==> config.mk <==
export PLATFORM = sky130hd
export DESIGN_NAME = qvr_round_sat
export DESIGN_NICKNAME = d
export VERILOG_FILES = /design/src/sv/qvr_pkg.sv /design/src/sv/qvr_round_sat.sv
export SDC_FILE = /design/constraint.sdc
export NUM_CORES = 1
export LEC_CHECK = 0
export BUFFER_PORTS_ARGS = -buffer_cell sky130_fd_sc_hd__buf_2
export CAP_MARGIN = 20
export CORE_ASPECT_RATIO = 0.75
export CORE_MARGIN = 1
export CORE_UTILIZATION = 45
export DETAILED_ROUTE_END_ITERATION = 8
export GPL_TIMING_DRIVEN = 0
export PLACE_DENSITY = 0.89
export SLEW_MARGIN = 20
export SYNTH_ARGS = -nofsm -noshare
export SYNTH_HDL_FRONTEND = slang
export SYNTH_SLANG_ARGS = --single-unit
==> constraint.sdc <==
create_clock -name clk -period 4.3 [get_ports clk]
set_input_delay 0.86 -clock clk [delete_from_list [all_inputs] [get_ports clk]]
set_output_delay 0.86 -clock clk [all_outputs]
set_load 0.005 [all_outputs]
==> src/sv/qvr_pkg.sv <==
`default_nettype none

package qvr_pkg;

  // Default fractional bits of the quaternion components (Q1.14)
  localparam int QUAT_FRAC_BITS_DEF = 14;

  localparam int IN_W   = 16;             // every input and output component
  localparam int PROD_W = 2 * IN_W;       // q * v product
  localparam int P_W    = PROD_W + 1;     // sum of three q * v products
  localparam int MR_W   = P_W + IN_W;     // p * q product
  localparam int R_W    = MR_W + 2;       // sum of four p * q products

  typedef struct packed {
    logic signed [IN_W-1:0] quat_w;
    logic signed [IN_W-1:0] quat_x;
    logic signed [IN_W-1:0] quat_y;
    logic signed [IN_W-1:0] quat_z;
    logic signed [IN_W-1:0] vec_x;
    logic signed [IN_W-1:0] vec_y;
    logic signed [IN_W-1:0] vec_z;
  } in_t;

  typedef struct packed {
    logic signed [IN_W-1:0] rot_x;
    logic signed [IN_W-1:0] rot_y;
    logic signed [IN_W-1:0] rot_z;
    logic                   overflow;
  } out_t;

  typedef struct packed {
    logic signed [IN_W-1:0] w;
    logic signed [IN_W-1:0] x;
    logic signed [IN_W-1:0] y;
    logic signed [IN_W-1:0] z;
  } quat_t;

  // p = q * (v,0), full precision
  typedef struct packed {
    logic signed [P_W-1:0] w;
    logic signed [P_W-1:0] x;
    logic signed [P_W-1:0] y;
    logic signed [P_W-1:0] z;
  } pquat_t;

  // vector part of p * conj(q), before rounding
  typedef struct packed {
    logic signed [R_W-1:0] x;
    logic signed [R_W-1:0] y;
    logic signed [R_W-1:0] z;
  } rvec_t;

endpackage

`default_nettype wire

==> src/sv/qvr_round_sat.sv <==
`default_nettype none

// Round half up on the shift by 2*QUAT_FRAC_BITS, saturate to 16 bits, register.
module qvr_round_sat
  import qvr_pkg::*;
#(
  parameter int QUAT_FRAC_BITS = QUAT_FRAC_BITS_DEF
) (
  input  wire logic  clk,
  input  wire logic  rst,
  input  wire logic  r_valid,
  input  wire rvec_t r,
  output logic       result_valid,
  output out_t       result
);

  localparam int SH    = 2 * QUAT_FRAC_BITS;
  localparam int RND_W = ((SH + 1 > R_W) ? SH + 1 : R_W) + 1;
  localparam logic signed [RND_W-1:0] HALF = RND_W'(1) << (SH - 1);
  localparam logic signed [RND_W-1:0] MAXV = RND_W'(32767);
  localparam logic signed [RND_W-1:0] MINV = RND_W'(-32768);

  typedef struct packed {
    logic signed [IN_W-1:0] val;
    logic                   clamp;
  } sat_t;

  function automatic sat_t round_sat(input logic signed [R_W-1:0] v);
    logic signed [RND_W-1:0] s;
    logic signed [RND_W-1:0] t;
    sat_t                    o;
    s = RND_W'(v) + HALF;
    t = s >>> SH;
    if (t > MAXV) begin
      o.val   = IN_W'(MAXV);
      o.clamp = 1'b1;
    end else if (t < MINV) begin
      o.val   = IN_W'(MINV);
      o.clamp = 1'b1;
    end else begin
      o.val   = t[IN_W-1:0];
      o.clamp = 1'b0;
    end
    return o;
  endfunction

  sat_t sx, sy, sz;

  always_comb begin
    sx = round_sat(r.x);
    sy = round_sat(r.y);
    sz = round_sat(r.z);
  end

  always_ff @(posedge clk) begin
    if (rst) begin
      result_valid <= 1'b0;
    end else begin
      result_valid <= r_valid;
    end
  end

  // stage 5: output register
  always_ff @(posedge clk) begin
    result.rot_x    <= sx.val;
    result.rot_y    <= sy.val;
    result.rot_z    <= sz.val;
    result.overflow <= sx.clamp | sy.clamp | sz.clamp;
  end

endmodule

`default_nettype wire

# Word-level counts from Yosys, hierarchy flattened
# Index checks and enable logic that the tools add are counted.
word_totals:
  latchBits: 0
  output_inout_bits: 50
  reg_bits: 50
  mem_bits_ro: 0
  in_bits: 156
  wordCells: 22
  ramBits: 0
  n_memories: 0
op_classes:
  n_shift: 0
  eq_ne: 0
  multipliers: 0
  n_lt_le_gt_ge: 6
  n_bitwise: 2
  div_mod_pow: 0
  muxes: 6
  reduce_logical: 0
  add_sub_neg: 3
op_table:
  columns: ["op", "count"]
  rows:
  - ["51-bit by 29-bit adder with 52-bit output (second input constant)", 3]
  - ["24-bit by 16-bit > comparator with 1-bit output (second input constant)", 3]
  - ["24-bit by 16-bit less-than comparator with 1-bit output (second input constant)", 3]
  - ["17-bit 2-to-1 mux", 3]
  - ["1-bit 2-to-1 mux", 3]
  - ["1-bit bitwise OR", 2]

# Logic depth before layout (Yosys ltp)
# Gate-level depths: netlist of run 1.
depth:
  ltp_word: 6
  depth_mapped: 11
  ltp_nobuf: 8

# Worst setup path before layout of run 1
# OpenSTA, ideal clock, no wires.
synth_path:
  path_kind: "input-to-reg"
  start: "in r[129] (netlist name)"
  end: "reg result[37] (netlist name)"
  arrival_ps: 2583
  required_ps: 4233
  setup_slack_ps: 1649
  setup_time_ps: 67
  cell_stages: 11
  n_path_buf: 3
  path_cell_list: "ha_1 > and2_1 > buf_2 > and4_1 > buf_2 > and4_1 > o21a_1 > o22ai_1 > a21oi_4 > buf_6 > o21ai_2"
synth_via:
  elab_chain_len: 3
  elab_cells_between_ends: 4
  classes_between: "1 x add/sub; 2 x order compare; 1 x mux"
synth_lines:
  columns: ["element", "line_no", "source"]
  rows:
  - ["start: declaration", "qvr_round_sat.sv:12", "input wire rvec_t r,"]
  - ["51-bit by 29-bit adder with 52-bit output *", "qvr_round_sat.sv:32", "s = RND_W'(v) + HALF;"]
  - ["24-bit by 16-bit less-than comparator with 1-bit output", "qvr_round_sat.sv:37", "end else if (t < MINV) begin"]
  - ["17-bit 2-to-1 mux", "qvr_round_sat.sv:37", null]
  - ["end: declaration", "qvr_round_sat.sv:14", "output out_t result"]
# Mark *: on every way between the ends. The rest lies on a longest branch, timed or not.
# A chain may end at the register's enable or synchronous reset.

# Worst setup path in the final report of run 1
layout_path:
  start: "in r[27] (netlist name)"
  end: "reg result[14] (netlist name)"
# Same word-level chain as after synthesis.

==> results.cfg, run 1 <==
[drt]
vias_per_cell = 5.52
drt-initial-drc-count = 175
route.final.wire_length_mm = 7.74
drtAntennaViolNets = 0
first_pass_iters = 4
via_count = 3078
wl_per_cell_um = 13.9
drc = 0

[timing]
worst_pin_slew_ns = 0.452
slew_headroom = 0.691
post-route-min-period_ns = 2.78
fin_crit_sh = 0.646
rsz0062_at_grt = false
hold_ws_ns = 0.700
fmax_ghz = 0.360
slew_viol_final = 0
setup_viol = 0
tns_ns = 0
hold_viol_final = 0

[setup_path]
cp-end-kind = flop
path_max_fanout = 10
crit_end = result[14]
worst_ep_required_time_ns = 4.49
start_kind = primary input
cp-startpoint = r[27]
arrival_ns = 2.97
criticalPathCategory = primary input to flop

[placed_design]
io_buffers = 123
gp_congestion = 0.930
dp_hpwl_mm = 6.33

[final_layout]
final_nets = 635
multi_input_area_um2 = 1870
drive_gt1_frac = 0.344
ff_latch_area_um2 = 1000
nFillCells = 565
antenna_cells = 0
syn_to_final_growth_pct = 27.4

[grt]
grt_pass1_vias = 2804
grt_max_degree = 19
grt-ovfl-total = 0
grt_pass1_wl_mm = 12.1
antenna_found_initial = 0
grt_util_all_layers = 0.222

[yosys]
synth_ff_type = dfxtp_1
yosys_warnings = 0
netlist_instances = 346
seq_area_frac_synth = 0.336
syn_area_um2 = 2980
syn_area_per_cell_um2 = 8.61
synth_edf_count = 0
syn_nets = 505
synthArstFlopShare = 0
synth_cell_types = 57
synth-seq-cells = 50

[die]
die_w_um = 95.9
ios = 206
start_util = 0.469
core_region_area_um2 = 6350
dieArea_um2 = 6950
fp.dieH_um = 72.5
placementRows = 25

[min_path]
min_path_type = primary input to flop
worstHoldStart = rst

[clock_tree]
htree_levels = 2
clk_path_buf_depth = 2
cts_hold_buf = 0
cts_buffers = 5
cts_resized = 0
clockRootBuffer = clkbuf_8
cts_num_sinks = 50
clkTransAtPathRegs_ns = 0.10
tritoncts = done
cts_setup_buffers = 0

[pwr]
p_leak_nw = 1.58
p_per_area_nw_per_um2 = 263
vdd_drop_max_uv = 151

[status]
status = finished, final reports clean

[run]
drv_cap = 0
## synthesized netlist by cell type, types with 2 or more instances
| cell type | n | area, µm² |
|---|---|---|
| dfxtp_1 | 50 | 1000 |
| o21ai_1 | 31 | 155 |
| xor2_1 | 27 | 236 |
| nand2_1 | 26 | 97.6 |
| nand3_1 | 26 | 130 |
| nor2_1 | 20 | 75.1 |
| xnor2_1 | 17 | 149 |
| and3_1 | 14 | 87.6 |
| nand4_1 | 13 | 81.3 |
| o21ai_2 | 10 | 87.6 |
| inv_1 | 8 | 30.0 |
| and4_1 | 7 | 61.3 |
| nor3_1 | 7 | 35.0 |
| buf_2 | 6 | 30.0 |
| o21ai_0 | 5 | 25.0 |
| and2_1 | 4 | 25.0 |
| mux2i_1 | 4 | 40.0 |
| nand4b_1 | 4 | 35.0 |
| o211ai_1 | 4 | 30.0 |
| a211o_1 | 3 | 26.3 |
| a21oi_1 | 3 | 15.0 |
| clkbuf_1 | 3 | 11.3 |
| ha_1 | 3 | 37.5 |
| nor2b_1 | 3 | 18.8 |
| nor3b_1 | 3 | 22.5 |
| o22ai_1 | 3 | 18.8 |
| a211oi_1 | 2 | 15.0 |
| a22oi_1 | 2 | 15.0 |
| a41o_1 | 2 | 20.0 |
| buf_6 | 2 | 22.5 |
| nand2b_1 | 2 | 12.5 |
| nand4_2 | 2 | 25.0 |
| nor4_1 | 2 | 12.5 |
| nor4_4 | 2 | 42.5 |
| o311ai_0 | 2 | 17.5 |
| o31ai_1 | 2 | 15.0 |
| or3_1 | 2 | 12.5 |
## cell usage in the layout, fill, tap and decap left out, types with 3 or more instances in the layout
cell type	instances
xor2_1	27
ha_1	3
clkbuf_1	3
dfxtp_1	50
o211ai_1	4
o22ai_1	3
nor3_1	7
a211o_1	3
o21ai_0	5
and2_1	4
nor2b_1	3
o21ai_2	10
inv_1	8
buf_2	129
nor3b_1	3
and3_1	14
clkbuf_8	5
nand4b_1	4
and4_1	7
xnor2_1	17
nand2_1	26
nand3_1	26
nand4_1	13
a21oi_1	3
mux2i_1	4
nor2_1	20
o21ai_1	31
## flip-flops by register name, indices dropped and copies added, names as in the netlist
signal / flops
result: 49
result_valid: 1
## metal layers
metal,track usage,routed length [µm],vias up,part of all wire
met1,0.273,3410,1420,0.44
li1,-,-,1531,-
met4,0.0481,29,0,0.0037
met2,0.390,3700,125,0.48
met3,0.0545,594,2,0.077
met5,0,0,-,0
## power breakdown
part	switching [mW]	total (mW)	internal (mW)
sequential	0.00737	0.502	0.495
combinational	0.115	0.207	0.0918
clock	0.166	0.288	0.122
total	0.289	0.997	0.708
## cell families after synthesis
kind of cell / count (synthesis) / share of synthesized area
buffers and inverters: 21 / 0.0353
and+or+nand+nor: 142 / 0.277
DFF: 50 / 0.336
AOI/OAI and AO/OA: 81 / 0.192
xor gates and xnor gates: 44 / 0.129
muxes: 5 / 0.0172
adders and majority gates: 3 / 0.0126
## through the flow
stage | instance area (µm²) | std cells | setup slack (ns) | total power, mW | util
after floorplan | 2980 | 346 | 1.65 | 0.609 | -
after global placement | 3690 | 550 | 1.31 | 0.713 | 0.582
after detailed placement | 3690 | 550 | 1.23 | 0.720 | 0.582
after CTS | 3790 | 558 | 1.55 | 1.00 | 0.597
after global routing | 3790 | 558 | 1.32 | 1.06 | 0.597
final | 3790 | 558 | 1.52 | 0.997 | 0.597
## worst min path at each step
| stage | cells past startpoint | endpoint | slack [ns] |
|---|---|---|---|
| final | 2 | result_valid | 0.70 |
| after global routing | 2 | result_valid | 0.69 |
| after CTS | 2 | result_valid | 0.69 |
| after detailed placement | 2 | result_valid | 1.02 |
| after global placement | 2 | result_valid | 1.02 |
| after floorplan | 1 | result_valid | 0.93 |
## worst max-delay path, stage by stage
cell and delay [ns]:
buf_2 0.11, ha_1 0.20, nand3_1 0.22, nor2_1 0.41, o21ai_1 0.14, a22oi_1 0.20, mux2i_1 0.11, a21boi_2 0.32
buf_2 0.29, o21ai_1 0.11
## final cells by class
| cell class | instances | area share |
|---|---|---|
| clock inverters | 3 | 0.00759 |
| multi-input cells | 275 | 0.494 |
| inverters | 9 | 0.00891 |
| plain buffers | 12 | 0.0188 |
| repair buffers | 123 | 0.162 |
| flip-flops and latches | 50 | 0.264 |
| clock buffers | 5 | 0.0181 |
| well taps | 81 | 0.0267 |
No activity file was read; power rests on OpenSTA's default activity.
==> inputs of run 2 (changes only) <==
--- a/config.mk
+++ b/config.mk
@@ -9,10 +9,10 @@
 export CAP_MARGIN = 20
 export CORE_ASPECT_RATIO = 0.75
 export CORE_MARGIN = 1
-export CORE_UTILIZATION = 45
+export CORE_UTILIZATION = 38
 export DETAILED_ROUTE_END_ITERATION = 8
 export GPL_TIMING_DRIVEN = 0
-export PLACE_DENSITY = 0.89
+export PLACE_DENSITY = 0.81
 export SLEW_MARGIN = 20
 export SYNTH_ARGS = -nofsm -noshare
 export SYNTH_HDL_FRONTEND = slang
==> constraint.sdc (replaced) <==
create_clock -name clk -period 2.3 [get_ports clk]
set_input_delay 0.46 -clock clk [delete_from_list [all_inputs] [get_ports clk]]
set_output_delay 0.46 -clock clk [all_outputs]
set_load 0.005 [all_outputs]
==> run 2 against run 1 <==
Routed wire length up 0.30%. Combinational power up 91%. Sequential share of layout area down 0.63 points. Clock power up 70%. Count of clock-buffer cells in the layout up 1. Utilization down 7.7 points. Worst setup slack worse by 1.5 ns. Die area up 18%. First-iteration DRC count down 26%. Critical endpoint is now result[41].
==> results.cfg, run 2 (synthesized netlist as in run 1, its figures left out) <==
[drt]
wl_per_cell_um = 13.3
drt-initial-drc-count = 130
drc = 0
first_pass_iters = 4
route.final.wire_length_mm = 7.76
vias_per_cell = 5.29
via_count = 3079
drtAntennaViolNets = 0

[clock_tree]
clkTransAtPathRegs_ns = 0.09
cts_hold_buf = 0
cts_num_sinks = 50
htree_levels = 2
clk_path_buf_depth = 2
tritoncts = done
cts_buffers = 5
clockRootBuffer = clkbuf_8

[placed_design]
gp_congestion = 0.875
dp.cells = 570
io_buffers = 123
placed_area_um2 = 3720
dp_hpwl_mm = 6.27

[timing]
hold_viol_final = 0
slew_viol_final = 0
worst_pin_slew_ns = 0.485
hold_ws_ns = 0.320
fmax_ghz = 0.448
post-route-min-period_ns = 2.23
fin_crit_sh = 0.970
rsz0062_at_grt = true
slew_headroom = 0.673
tns_ns = 0
setup_viol = 0

[min_path]
min_path_type = primary input to flop

[final_layout]
final_cell_mix = buf_2, dfxtp_1, o21ai_1
drive_gt1_frac = 0.360
largestRegisters = result x49, result_valid x1
antenna_cells = 0
nFillCells = 734
largest-register = result
largest_reg_flops = 49
post-route-util = 0.520
final_common_cell = buf_2
final_nets = 639
fin_cells = 582
fin_area_um2 = 3880
syn_to_final_growth_pct = 30.5

[die]
die_w_um = 104
core_region_area_um2 = 7470
dieArea_um2 = 8200
ios = 206
fp.dieH_um = 78.7
placementRows = 27
start_util = 0.399

[status]
status = finished, final reports clean

[setup_path]
worst_ep_required_time_ns = 2.53
criticalPathCategory = primary input to flop
start_kind = primary input
cp-end-kind = flop
path_max_fanout = 7
arrival_ns = 2.46

[pwr]
p_leak_nw = 1.60
p_per_area_nw_per_um2 = 470
vdd_drop_max_uv = 243

[grt]
grt_pass1_vias = 2833
grt_max_degree = 16
grt_pass1_wl_mm = 12.3
grt-ovfl-total = 0
antenna_found_initial = 0
grt_util_all_layers = 0.183

[run]
drv_cap = 0
[run 2: layer usage]
metal | share of wire | up-vias | global-route usage
li1 | - | 1544 | -
met1 | 0.45 | 1400 | 0.218
met2 | 0.47 | 125 | 0.331
met3 | 0.063 | 10 | 0.0407
met4 | 0.010 | 0 | 0.0486
met5 | 0 | - | 0
[run 2: per-stage QoR]
step / power (mW) / setup slack (ns)
global placement: 1.33 / -0.317
CTS: 1.84 / 0.0484
global route: 1.93 / -0.0353
floorplan: 1.14 / 0.0494
finish: 1.82 / 0.0692
detailed placement: 1.34 / -0.347
[run 2: critical path, stage by stage]
cell and delay [ns]:
buf_2 0.10, ha_1 0.21, and2_1 0.15, buf_2 0.16, and4_1 0.20, buf_2 0.15, and4_1 0.18, o21a_1 0.16
o22ai_1 0.26, a21oi_4 0.14, buf_4 0.17, a21oi_2 0.10
[run 2: final timing paths]
check,startpoint,cells past startpoint,to
max,r[129],12,result[41]
min,rst,2,result_valid
[run 2: report_power, final]
part / total, mW / internal, mW / switching, mW
registers: 0.939 / 0.925 / 0.0140
clock network: 0.491 / 0.215 / 0.276
logic: 0.395 / 0.178 / 0.217
total: 1.82 / 1.32 / 0.507
[run 2: layout make-up]
class                   instances  area [µm²]  share of cell area
inverters                       9        33.8             0.00870
clock buffers                   6        72.6              0.0187
clock inverters                 2        13.8             0.00354
repair buffers                127         646               0.166
plain buffers                  12        71.3              0.0184
multi-input cells             275        1920               0.494
flip-flops and latches         50        1000               0.258
well taps                     101         126              0.0325
[run 2: what timing repair did]
action | in CTS | in global routing
setup buffers | 0 | 4
resized for setup | 1 | 9
pin swaps | 1 | 4
setup endpoints to repair | 10 | 32
==> inputs of run 3 (changes only) <==
--- a/config.mk
+++ b/config.mk
@@ -8,11 +8,11 @@
 export BUFFER_PORTS_ARGS = -buffer_cell sky130_fd_sc_hd__buf_2
 export CAP_MARGIN = 20
 export CORE_ASPECT_RATIO = 0.75
-export CORE_MARGIN = 1
-export CORE_UTILIZATION = 38
+export CORE_MARGIN = 3
+export CORE_UTILIZATION = 35
 export DETAILED_ROUTE_END_ITERATION = 8
 export GPL_TIMING_DRIVEN = 0
-export PLACE_DENSITY = 0.81
+export PLACE_DENSITY = 0.75
 export SLEW_MARGIN = 20
 export SYNTH_ARGS = -nofsm -noshare
 export SYNTH_HDL_FRONTEND = slang
==> run 3 against run 2 <==
First-iteration DRC count increased by 33%. Critical path type unchanged. Fmax increased by 1.3%. Final area increased by 4.0%. Die area increased by 18%. Routed wire length increased by 7.2%. Largest power group unchanged. Final cell count increased by 0.86%. Critical path depth unchanged. Power increased by 15%. Via count increased by 0.19%. Largest cell class unchanged. Worst hold slack about the same.
==> results.cfg, run 3 (synthesized netlist as in run 1, its figures left out) <==
[die]
dieArea_um2 = 9660
fp.dieH_um = 85.9
placementRows = 28
ios = 206
start_util = 0.368
die_w_um = 113
core_region_area_um2 = 8090

[pwr]
vdd_drop_max_uv = 485
p_per_area_nw_per_um2 = 517
p_leak_nw = 1.66

[timing]
hold_viol_final = 0
post-route-min-period_ns = 2.20
fmax_ghz = 0.454
setup_viol = 0
worst_pin_slew_ns = 0.483
rsz0062_at_grt = true
slew_headroom = 0.675
slew_viol_final = 0
fin_crit_sh = 0.957

[setup_path]
cp-startpoint = r[129]
path_max_fanout = 8
max_stage_delay_ns = 0.42
start_kind = primary input
arrival_ns = 2.37
cp-end-kind = flop
worst_ep_required_time_ns = 2.46
crit_end = result[0]
cp_cell_sequence = buf_2 > ha_1 > and2_1 > clkbuf_4 > nand3_4 > or3_1 > mux2i_1 > o22ai_2 > a21oi_4 > buf_12 > buf_4 > nand4b_1
criticalPathCategory = primary input to flop
cpMaxStageDelayCell = or3_1
cp_num_cells = 12
crit_family = simple AND/OR/NAND/NOR gates
critical_path_buf_inv_count = 4

[drt]
drtAntennaViolNets = 0
via_count = 3085
drt-initial-drc-count = 173
wl_per_cell_um = 14.2
first_pass_iters = 4
drc = 0
route.final.wire_length_mm = 8.32
vias_per_cell = 5.26

[run]
drv_cap = 0

[final_layout]
final_nets = 640
nFillCells = 764
ff_latch_area_um2 = 1000
drive_gt1_frac = 0.378
antenna_cells = 0
largestRegisters = result x49, result_valid x1
final_cell_mix = buf_2, dfxtp_1, o21ai_1
largest-register = result
largest_reg_flops = 49
post-route-util = 0.499
syn_to_final_growth_pct = 35.7
multi_input_area_um2 = 1960
final_common_cell = buf_2
fin_cells = 587

[clock_tree]
cts_buffers = 5
tritoncts = done
htree_levels = 2
cts_hold_buf = 0
clkTransAtPathRegs_ns = 0.07
clockRootBuffer = clkbuf_16
cts_num_sinks = 50
clk_path_buf_depth = 2

[grt]
grt_util_all_layers = 0.168
globalRouteMet1Util = 0.219
grt_max_degree = 18
grt-ovfl-total = 0
grt_pass1_vias = 2899
grt-busiest-layer = met2
met2_usage = 0.282
grtUsageMet3 = 0.0395
grt_pass1_wl_mm = 13.5
antenna_found_initial = 0

[placed_design]
gp_congestion = 0.879
dp.cells = 574
io_buffers = 123
dp_hpwl_mm = 6.68

[status]
status = finished, final reports clean

[min_path]
min_path_type = primary input to flop
[run 3: cell types whose count changed in the layout (fill, tap and decap cells not counted), moves of 2 or more]
| cell | delta |
|---|---|
| buf_2 | -4 |
| clkbuf_16 | +6 |
| clkbuf_4 | +2 |
| clkbuf_8 | -5 |
| nor3_1 | -2 |
| nor3_2 | +2 |
[run 3: worst min-delay path by stage]
stage	from	to	slack (ns)	depth (start not counted)
after floorplan	rst	result_valid	0.53	1
after global placement	rst	result_valid	0.62	2
after detailed placement	rst	result_valid	0.62	2
after CTS	rst	result_valid	0.31	2
after global routing	rst	result_valid	0.31	2
final	rst	result_valid	0.32	2
[run 3: metal layers]
layer	vias up	wire length, µm	share of wire
met4	0	48	0.0058
met2	114	3950	0.47
li1	1547	-	-
met1	1420	3730	0.45
met5	-	0	0
met3	4	590	0.071
[run 3: stage by stage]
stage / total power, mW / cell area [µm²] / setup TNS, ns / hold slack (ns) / worst slack, ns
after detailed placement: 1.35 / 3720 / -10.97 / 0.620 / -0.360
after global placement: 1.34 / 3720 / -8.19 / 0.620 / -0.308
final: 2.09 / 4040 / 0 / 0.320 / 0.0982
after CTS: 2.09 / 3880 / 0 / 0.314 / 0.0135
after global routing: 2.20 / 4040 / -0.00387 / 0.307 / -0.00342
after floorplan: 1.14 / 2980 / 0 / 0.532 / 0.0494
[run 3: power breakdown]
part	total [mW]	internal, mW	switching (mW)
combinational	0.411	0.188	0.224
clock	0.740	0.409	0.331
sequential	0.939	0.925	0.0141
[run 3: final cells by class]
class,instances,share of cell area
Multi-Input combinational cell,275,0.484
Timing Repair Buffer,129,0.171
Tap cell,105,0.0325
Clock inverter,3,0.00619
Inverter,9,0.00836
Clock buffer,5,0.0310
Buffer,11,0.0192
Sequential cell,50,0.248
[run 3: repair_timing]
item / CTS / global route
buffers inserted: 0 / 5
cloned: 0 / 1
resized for setup: 3 / 20
endpoints found under the setup margin: 12 / 34
pin swaps: 1 / 8
endpoints found under the hold margin: 0 / 0
